<file path="src/rtl/pbb_div.sv">
`timescale 1ns / 1ps

module pbb_div #(
	parameter int DW = 25,
	parameter int VW = 10
) (
	input  logic          clk,
	input  logic          arst_n,
	input  logic          start,
	input  logic [DW-1:0] dividend,
	input  logic [VW-1:0] divisor,
	output logic          done,
	output logic [DW-1:0] quotient,
	output logic [VW-1:0] remainder
);

	localparam int CNT_W = $clog2(DW + 1);

	logic             busy_q;
	logic             done_q;
	logic [CNT_W-1:0] cnt_q;
	logic [DW-1:0]    num_q;
	logic [VW-1:0]    rem_q;
	logic [VW-1:0]    div_q;
	logic [VW:0]      shifted;
	logic [VW:0]      diff;
	logic             ge;

	// One quotient bit per cycle, most significant first (restoring division).
	always_comb begin
		shifted = {rem_q, num_q[DW-1]};
		diff    = shifted - {1'b0, div_q};
		ge      = shifted >= {1'b0, div_q};
	end

	always_ff @(posedge clk or negedge arst_n) begin
		if (!arst_n) begin
			busy_q <= 1'b0;
			done_q <= 1'b0;
			cnt_q  <= '0;
		end else begin
			done_q <= 1'b0;
			if (start) begin
				busy_q <= 1'b1;
				cnt_q  <= CNT_W'(DW);
			end else if (busy_q) begin
				cnt_q <= cnt_q - 1'b1;
				if (cnt_q == CNT_W'(1)) begin
					busy_q <= 1'b0;
					done_q <= 1'b1;
				end
			end
		end
	end

	always_ff @(posedge clk) begin
		if (start) begin
			num_q <= dividend;
			rem_q <= '0;
			div_q <= divisor;
		end else if (busy_q) begin
			num_q <= {num_q[DW-2:0], ge};
			rem_q <= ge ? diff[VW-1:0] : shifted[VW-1:0];
		end
	end

	assign done      = done_q;
	assign quotient  = num_q;
	assign remainder = rem_q;

endmodule

</file>
<file path="config.mk">
export PLATFORM = sky130hd
export DESIGN_NAME = pbb_div
export DESIGN_NICKNAME = d
export VERILOG_FILES = /design/src/rtl/pbb_div.sv
export SDC_FILE = /design/constraint.sdc
export NUM_CORES = 1
export LEC_CHECK = 0
export BUFFER_PORTS_ARGS = -buffer_cell sky130_fd_sc_hd__buf_4
export CAP_MARGIN = 40
export CORE_UTILIZATION = 50
export DETAILED_ROUTE_END_ITERATION = 12
export GPL_ROUTABILITY_DRIVEN = 0
export PLACE_DENSITY = 0.85
export SYNTH_ARGS = -nofsm -noshare
export SYNTH_HDL_FRONTEND = slang
export SYNTH_SLANG_ARGS = --single-unit
</file>
<file path="constraint.sdc">
create_clock -name clk -period 2.51 [get_ports clk]
set_input_delay 0.1255 -clock clk [delete_from_list [all_inputs] [get_ports clk]]
set_output_delay 0.1255 -clock clk [all_outputs]
set_load 0.005 [all_outputs]
</file>
==> results of run 1 <==
==> area by class of cell <==
type	count	area [um^2]
multi-input combinational	136	1170
fill	405	1540
clock buffer	6	72.6
inverter	13	48.8
sequential	52	1430
clock inverter	2	38.8
timing repair buffer	97	756
tap	70	87.6
==> layout by cell type (no fill, tap or decap), types with 6 or more instances in the layout <==
master / count
a211oi_1: 9
a21oi_1: 6
buf_4: 86
dfrtp_1: 7
dfxtp_1: 10
dlygate4sd3_1: 11
edfxtp_1: 35
ha_1: 12
inv_1: 13
mux2_2: 21
nand2b_1: 8
nor2_1: 14
xnor2_1: 7
==> metrics by stage <==
step	power, uW	hold WS (ns)	area, um^2
2_1_floorplan	2010	-0.170	2690
4_1_cts	3000	0.00116	3530
3_3_place_gp	2370	-0.0579	3320
3_5_place_dp	2400	-0.0578	3320
5_1_grt	3300	0.0863	3600
6_report	3110	0.102	3600
==> layer usage <==
metal,share of wire,track usage,up-vias
met5,0,0,-
met4,0.0064,0.0453,0
met3,0.033,0.0410,3
met2,0.53,0.379,47
met1,0.43,0.271,963
li1,-,-,962
==> worst max-delay path: cells and delay by family (launching register included) <==
family	cells	cell delay (ns)
flops	1	0.37
simple gates	4	0.88
compound gates	2	0.60
fa+ha+maj	1	0.28
buf+inv	1	0.10
==> where the power goes <==
| group | switching [uW] | internal [uW] |
|---|---|---|
| logic | 627 | 720 |
| registers | 113 | 1070 |
| clock network | 276 | 301 |
==> how the worst max path moves through the flow <==
stage / end / start / slack (ns) / depth (start not counted)
after global placement: remainder[0] / div_q[6] / 0.17 / 8
after global routing: remainder[1] / div_q[2] / 0.009 / 8
after floorplan: quotient[0] / remainder[6] / 0.44 / 8
final: remainder[1] / div_q[8] / 0.17 / 8
after CTS: remainder[0] / div_q[1] / 0.02 / 8
after detailed placement: remainder[0] / div_q[1] / 0.04 / 8
==> logic make-up (layout without fill, tap and decap cells) <==
group / Yosys count / count (layout)
flip-flops: 52 / 52
adder cells (fa/ha/maj): 13 / 13
AND/OR/NAND/NOR: 46 / 46
multiplexers: 31 / 31
XOR/XNOR: 10 / 10
AO/OA/AOI/OAI: 36 / 36
buffers and inverters: 24 / 118
==> registers in the layout, summed over array words and instances, names as in the netlist <==
register and count:
busy_q 1, cnt_q 5, div_q 10, done 1, quotient 25, remainder 10
==> what timing repair did <==
item | CTS | global route
hold buffers | 10 | 1
resized for setup | 0 | 1
setup buffers | 0 | 6
setup endpoints to repair | 0 | 10
hold endpoints to repair | 16 | 1
==> flow_summary.json, run 1 <==
{
  "synth.top_cell.area_share": 0.390,
  "relSlewSlack": 0.665,
  "drc": 0,
  "p_leak_uw": 0.00156,
  "hp-class": "input pin to flop",
  "synthFlopType": "edfxtp_1",
  "wl_per_cell_um": 15.3,
  "place_ws_ns": 0.0379,
  "r2r-end": "remainder[1]",
  "critPathMaxFanout": 11,
  "grt_pass1_vias": 1947,
  "antenna_found_initial": 0,
  "max_freq_mhz": 428,
  "rsz0062_at_grt": "no",
  "first_pass_iters": 4,
  "yosysMostFrequentCell": "edfxtp_1",
  "finalSetupViolCount": 0,
  "status": "finished, final reports clean",
  "htree_num_levels": 2,
  "ys_seq_area_frac": 0.530,
  "synth_top_family_by_area": "multiplexers",
  "antenna_left": 0,
  "critPathArrivalTime_ns": 2.53,
  "r2r_start": "div_q[8]",
  "synth-compound-area-share": 0.108,
  "period_share": 0.932,
  "power_density_nw_per_um2": 865,
  "fin_ws_ns": 0.171,
  "synth_cells": 212,
  "fin_util": 0.700,
  "io_pins": 74,
  "synth_cell_types": 50,
  "synthTopCellsByArea": "edfxtp_1 39%, mux2_2 8.8%, dfxtp_1 7.4%",
  "hold_violations": 0,
  "cp.required_ns": 2.70,
  "async_reset_ff_frac": 0.135,
  "max_slew.worst_pin.slew_ns": 0.495,
  "vias_per_cell": 5.25,
  "nNetsFinal": 356,
  "clockBufferDepth": 2,
  "dp_hpwl_um": 4030,
  "ys_warn_count": 0,
  "r2r_slack_ns": 0.17,
  "end_kind": "flop",
  "vias": 1975,
  "min_delay_path_depth": 2,
  "synth_simple_gate_area_share": 0.0976,
  "ir_worst_vdd_mv": 0.545,
  "yosys-top-cells-count": "35 x edfxtp_1, 21 x mux2_2, 14 x nor2_1, 13 x inv_1, 12 x ha_1",
  "drt-initial-drc-count": 107,
  "yosys.area_share.adder": 0.0632,
  "portBuffers": 73,
  "tns_ns": 0,
  "grt_pass1_wl_um": 9030,
  "syn2layout_area_growth_pct": 33.6,
  "grt_max_degree": 41,
  "cap_violations": 0,
  "die_w_um": 75.4,
  "synth_largest_area_cell": "edfxtp_1",
  "synth_nets": 263,
  "reg2reg_depth": 8,
  "placedCellCount": 351,
  "coreArea_um2": 5140,
  "critical_path_class": "flop to flop",
  "root_buffer": "clkbuf_8",
  "cts_sinks": 52,
  "finalCriticalPeriod_ns": 2.34,
  "clk_pin_slew_ns": 0.09,
  "insertion_delay_ns": 0.31,
  "start_util": 0.524,
  "worstPathCellList": "inv_1, ha_1, nand3_1, nor4_2, a2111oi_2, o21ai_4, nor4bb_1, or3_1",
  "hold_path_end": "quotient[22]",
  "cts-buffers-inserted": 5,
  "final_cells": 376,
  "worstHoldStart": "dividend[22]",
  "syn-mean-instance-area_um2": 12.7,
  "finalWirelength_um": 5750,
  "ys_ff_latch": 52,
  "overflow": 0,
  "synth_area_um2": 2690,
  "cts_tree": "built",
  "diodes": 0,
  "fin_skew_ns": 0.00674,
  "synthXorXnorAreaFrac": 0.0325,
  "row_count": 26,
  "synth_edf_count": 35,
  "dieArea_um2": 5680,
  "startpoint_type": "flop",
  "cp_slowest_cell": "a2111oi_2",
  "finalMaxSlewViolations": 0,
  "drive_gt1_frac": 0.408,
  "critPathMaxStageDelay_ns": 0.39,
  "muxShareOfSynthArea": 0.129,
  "die_h_um": 75.4,
  "gr-usage-all-layers": 0.213
}
Power figures use the tool's default switching activity.
==> run 2, diff against run 1 <==
Settings changed: PLACE_DENSITY 0.85 to 0.84.
==> run 2 against run 1 <==
Compared with the run above:
- non-clock buffer count shrank 6
- clock skew shrank 0.0022 ns
- wire length shrank 4.1%
- combinational power shrank 5%
- global-route usage shrank 0.63 points
- sequential share of layout area grew 0.59 points
- clock power shrank 13%
- design area shrank 1.5%
- largest cell class unchanged
- largest power group unchanged
==> flow_summary.json, run 2 (synthesized netlist as in run 1, its figures left out) <==
{
  "status": "finished, final reports clean",
  "drive_gt1_frac": 0.400,
  "grt_pass1_wl_um": 8650,
  "end_kind": "flop",
  "ir_worst_vdd_mv": 0.485,
  "coreArea_um2": 5140,
  "max_freq_mhz": 425,
  "vias": 1941,
  "antenna_found_initial": 0,
  "insertion_delay_ns": 0.31,
  "nNetsFinal": 350,
  "rsz0062_at_grt": "no",
  "final_cell_mix": "79 x buf_4, 35 x edfxtp_1, 21 x mux2_2, 14 x nor2_1, 13 x inv_1",
  "hp-class": "input pin to flop",
  "final_area_um2": 3540,
  "io_pins": 74,
  "grt_pass1_vias": 1914,
  "antenna_left": 0,
  "drc": 0,
  "cap_violations": 0,
  "largest_reg_flops": 25,
  "cts-buffers-inserted": 5,
  "clk_pin_slew_ns": 0.10,
  "portBuffers": 73,
  "first_pass_iters": 4,
  "min_delay_path_depth": 2,
  "clockBufferDepth": 2,
  "start_util": 0.524,
  "grt_max_degree": 47,
  "p_leak_uw": 0.00152,
  "period_share": 0.938,
  "die_h_um": 75.4,
  "wl_per_cell_um": 14.9,
  "fin_skew_ns": 0.00453,
  "root_buffer": "clkbuf_8",
  "critPathArrivalTime_ns": 2.56,
  "dieArea_um2": 5680,
  "dp_hpwl_um": 4010,
  "syn2layout_area_growth_pct": 31.6,
  "max_slew.worst_pin.slew_ns": 0.546,
  "multi_input_area_um2": 1170,
  "fillers": 399,
  "tns_ns": 0,
  "die_w_um": 75.4,
  "power_uw": 2970,
  "cts_tree": "built",
  "htree_num_levels": 2,
  "final_common_cell": "buf_4",
  "critical_path_class": "flop to flop",
  "vias_per_cell": 5.25,
  "hold_violations": 0,
  "finalMaxSlewViolations": 0,
  "finalCriticalPeriod_ns": 2.35,
  "finalWirelength_um": 5510,
  "finalSetupViolCount": 0,
  "cts_sinks": 52,
  "gr-usage-all-layers": 0.207,
  "power_density_nw_per_um2": 838,
  "cp.required_ns": 2.72,
  "regArea_um2": 1430,
  "startpoint_type": "flop",
  "diodes": 0,
  "reg2reg_depth": 7,
  "relSlewSlack": 0.636,
  "overflow": 0,
  "placed_area_um2": 3310,
  "critPathMaxFanout": 7,
  "drt-initial-drc-count": 114,
  "row_count": 26
}
[run 2: through the flow]
stage / util / cells / setup WS, ns / hold WS (ns)
2_1_floorplan: - / 212 / 0.443 / -0.170
3_3_place_gp: 0.643 / 349 / 0.147 / -0.0584
3_5_place_dp: 0.643 / 349 / 0.0632 / -0.0564
4_1_cts: 0.683 / 368 / 0.0416 / 0.0960
5_1_grt: 0.689 / 370 / 0.0304 / 0.0929
6_report: 0.689 / 370 / 0.157 / 0.0975
[run 2: cell type report]
class / count / share of cell area
flip-flops and latches: 52 / 0.403
multi-input cells: 136 / 0.329
repair buffers: 91 / 0.204
well taps: 70 / 0.0247
clock buffers: 5 / 0.0194
inverters: 13 / 0.0138
clock inverters: 3 / 0.00636
[run 2: what timing repair did]
action	in CTS	in global routing
endpoints found under the setup margin	0	9
resized for setup	0	1
setup buffers	0	2
hold buffers	11	0
endpoints found under the hold margin	17	0
[run 2: worst max-delay path, cell delays in order (launching register included)]
cell,delay (ns)
dfxtp_1,0.36
ha_1,0.40
nand3_1,0.21
nor4_2,0.09
a2111oi_2,0.44
o21ai_4,0.18
nor4bb_1,0.18
or3_1,0.38
[run 2: path summary, 6_finish.rpt]
kind	slack [ns]	startpoint	to
max reg2reg	0.16	remainder[6]	remainder[1]
max in group asynchronous	2.25	arst_n	cnt_q[2]
min reg2reg	0.54	cnt_q[4]	cnt_q[4]
min in group asynchronous	0.14	arst_n	done
max	0.16	remainder[6]	remainder[1]
min	0.1	dividend[22]	quotient[22]
[run 2: metal layers]
layer | GRT usage | vias up | share of wire
met5 | 0 | - | 0
met4 | 0.0556 | 0 | 0.011
met3 | 0.0503 | 9 | 0.031
met2 | 0.377 | 40 | 0.53
met1 | 0.243 | 941 | 0.43
li1 | - | 951 | -
[run 2: report_power, final]
group | switching (uW) | total [uW] | internal [uW]
logic | 594 | 1280 | 684
clock network | 300 | 500 | 201
registers | 117 | 1190 | 1070
==> run 3, diff against run 2 <==
==> constraint.sdc (replaced) <==
create_clock -name clk -period 2.51 [get_ports clk]
set_input_delay 0.502 -clock clk [delete_from_list [all_inputs] [get_ports clk]]
set_output_delay 0.502 -clock clk [all_outputs]
set_load 0.005 [all_outputs]
==> run 3 against run 2 <==
Compared with the run above:
- global-route usage is 0.56 points lower
- highest routed layer unchanged
- sequential cell count unchanged
- clock-buffer cell count grew 1
- combinational power barely moved
- critical endpoint unchanged
- sequential share of layout area rose by 0.72 points
- largest cell class unchanged
- core utilization shrank 1.2 points
==> flow_summary.json, run 3 (synthesized netlist as in run 1, its figures left out) <==
{
  "portBuffers": 73,
  "die_w_um": 75.4,
  "grt_max_degree": 34,
  "fin_skew_ns": 0.0137,
  "ir_worst_vdd_mv": 0.502,
  "dieArea_um2": 5680,
  "rsz0062_at_grt": "no",
  "clk_pin_slew_ns": 0.09,
  "first_pass_iters": 4,
  "critPathArrivalTime_ns": 2.52,
  "drt-initial-drc-count": 104,
  "syn2layout_area_growth_pct": 29.3,
  "antenna_found_initial": 0,
  "p_sw_frac": 0.325,
  "period_share": 0.925,
  "final_common_cell": "buf_4",
  "comb_power_share": 0.415,
  "power_density_nw_per_um2": 872,
  "r2r_slack_ns": 0.19,
  "wl_per_cell_um": 15.0,
  "cts_sinks": 52,
  "io_pins": 74,
  "status": "finished, final reports clean",
  "seqPwrFrac": 0.391,
  "hold_violations": 0,
  "antenna_left": 0,
  "min_delay_path_depth": 1,
  "overflow": 0,
  "p_leak_uw": 0.00150,
  "cts-buffers-inserted": 5,
  "switchingPower_uw": 987,
  "max_freq_mhz": 431,
  "diodes": 0,
  "vias_per_cell": 5.28,
  "r2r-end": "remainder[1]",
  "r2r_start": "remainder[6]",
  "die_h_um": 75.4,
  "finalSetupViolCount": 0,
  "hp-class": "input pin to flop",
  "cts_tree": "built",
  "placed_area_um2": 3330,
  "critical_path_class": "flop to flop",
  "grt_pass1_vias": 1798,
  "critPathMaxFanout": 10,
  "nNetsFinal": 344,
  "startpoint_type": "flop",
  "final_area_um2": 3480,
  "end_kind": "flop",
  "hold_path_end": "div_q[2]",
  "clockBufferDepth": 2,
  "clkPwrFrac": 0.194,
  "cp.required_ns": 2.71,
  "finalWirelength_um": 5460,
  "p_int_uw": 2050,
  "coreArea_um2": 5140,
  "vias": 1922,
  "drc": 0,
  "largest_reg_flops": 25,
  "insertion_delay_ns": 0.32,
  "grt_pass1_wl_um": 8310,
  "gr-usage-all-layers": 0.201,
  "htree_num_levels": 2,
  "hold_ws_ns": 0.365,
  "dp_hpwl_um": 4080,
  "final_cell_mix": "84 x buf_4, 35 x edfxtp_1, 21 x mux2_2, 14 x nor2_1, 13 x inv_1",
  "start_util": 0.524,
  "max_slew.worst_pin.slew_ns": 0.501,
  "relSlewSlack": 0.666,
  "finalCriticalPeriod_ns": 2.32,
  "tns_ns": 0,
  "row_count": 26,
  "worstHoldStart": "divisor[2]",
  "reg2reg_depth": 7,
  "cap_violations": 0,
  "drive_gt1_frac": 0.418,
  "root_buffer": "clkbuf_8",
  "finalMaxSlewViolations": 0
}
run 3: cell types whose count changed in the layout (fill, tap and decap cells not counted), sizes merged:
cell and delta:
buf +4, bufinv +1, clkbuf +1, clkinv -2, dlygate4sd3 -10
run 3: metrics by stage:
stage	utilization	setup slack [ns]	total power (uW)	cells
after floorplan	-	0.443	2010	212
after global placement	0.648	0.151	2370	352
after detailed placement	0.648	0.0333	2400	352
after CTS	0.671	0.0221	2990	361
after global routing	0.677	0.0272	3190	364
final	0.677	0.188	3040	364
run 3: area by class of cell:
type | instances | area, um^2
Fill cell | 408 | 1660
Sequential cell | 52 | 1430
Multi-Input combinational cell | 136 | 1170
Timing Repair Buffer | 85 | 641
Tap cell | 70 | 87.6
Clock buffer | 6 | 72.6
Inverter | 13 | 48.8
Clock inverter | 2 | 38.8
run 3: metal layers:
| metal | routed length (um) | vias to the layer above | track usage |
|---|---|---|---|
| met2 | 2800 | 53 | 0.347 |
| met1 | 2310 | 911 | 0.240 |
| met3 | 195 | 15 | 0.0423 |
| li1 | - | 943 | - |
| met4 | 146 | 0 | 0.0967 |
| met5 | 0 | - | 0 |
run 3: power groups by stage:
stage / Sequential, uW / Combinational (uW) / Clock (uW)
finish: 1190 / 1260 / 588
floorplan: 1200 / 811 / 0
CTS: 1190 / 1200 / 595
global route: 1210 / 1360 / 625
global placement: 1200 / 1170 / 0
detailed placement: 1200 / 1200 / 0
run 3: worst max-delay path by stage:
| stage | depth (start not counted) | from | to |
|---|---|---|---|
| 3_5_place_dp | 8 | div_q[1] | remainder[0] |
| 5_1_grt | 7 | remainder[6] | remainder[1] |
| 4_1_cts | 8 | div_q[1] | remainder[0] |
| 6_report | 7 | remainder[6] | remainder[1] |
| 3_3_place_gp | 7 | remainder[6] | remainder[1] |
| 2_1_floorplan | 8 | remainder[6] | quotient[0] |
run 3: worst max-delay path, cell delays in order, from the launching register on:
cell	delay (ns)
dfxtp_1	0.37
ha_1	0.40
nand3_1	0.20
nor4_2	0.09
a2111oi_2	0.40
o21ai_4	0.19
nor4bb_1	0.18
or3_1	0.38
run 3: what timing repair did:
action,4_1_cts,5_1_grt
hold buffers,1,0
hold endpoints to repair,7,0
gates resized for setup,0,1
endpoints found under the setup margin,0,8
setup buffers,0,3
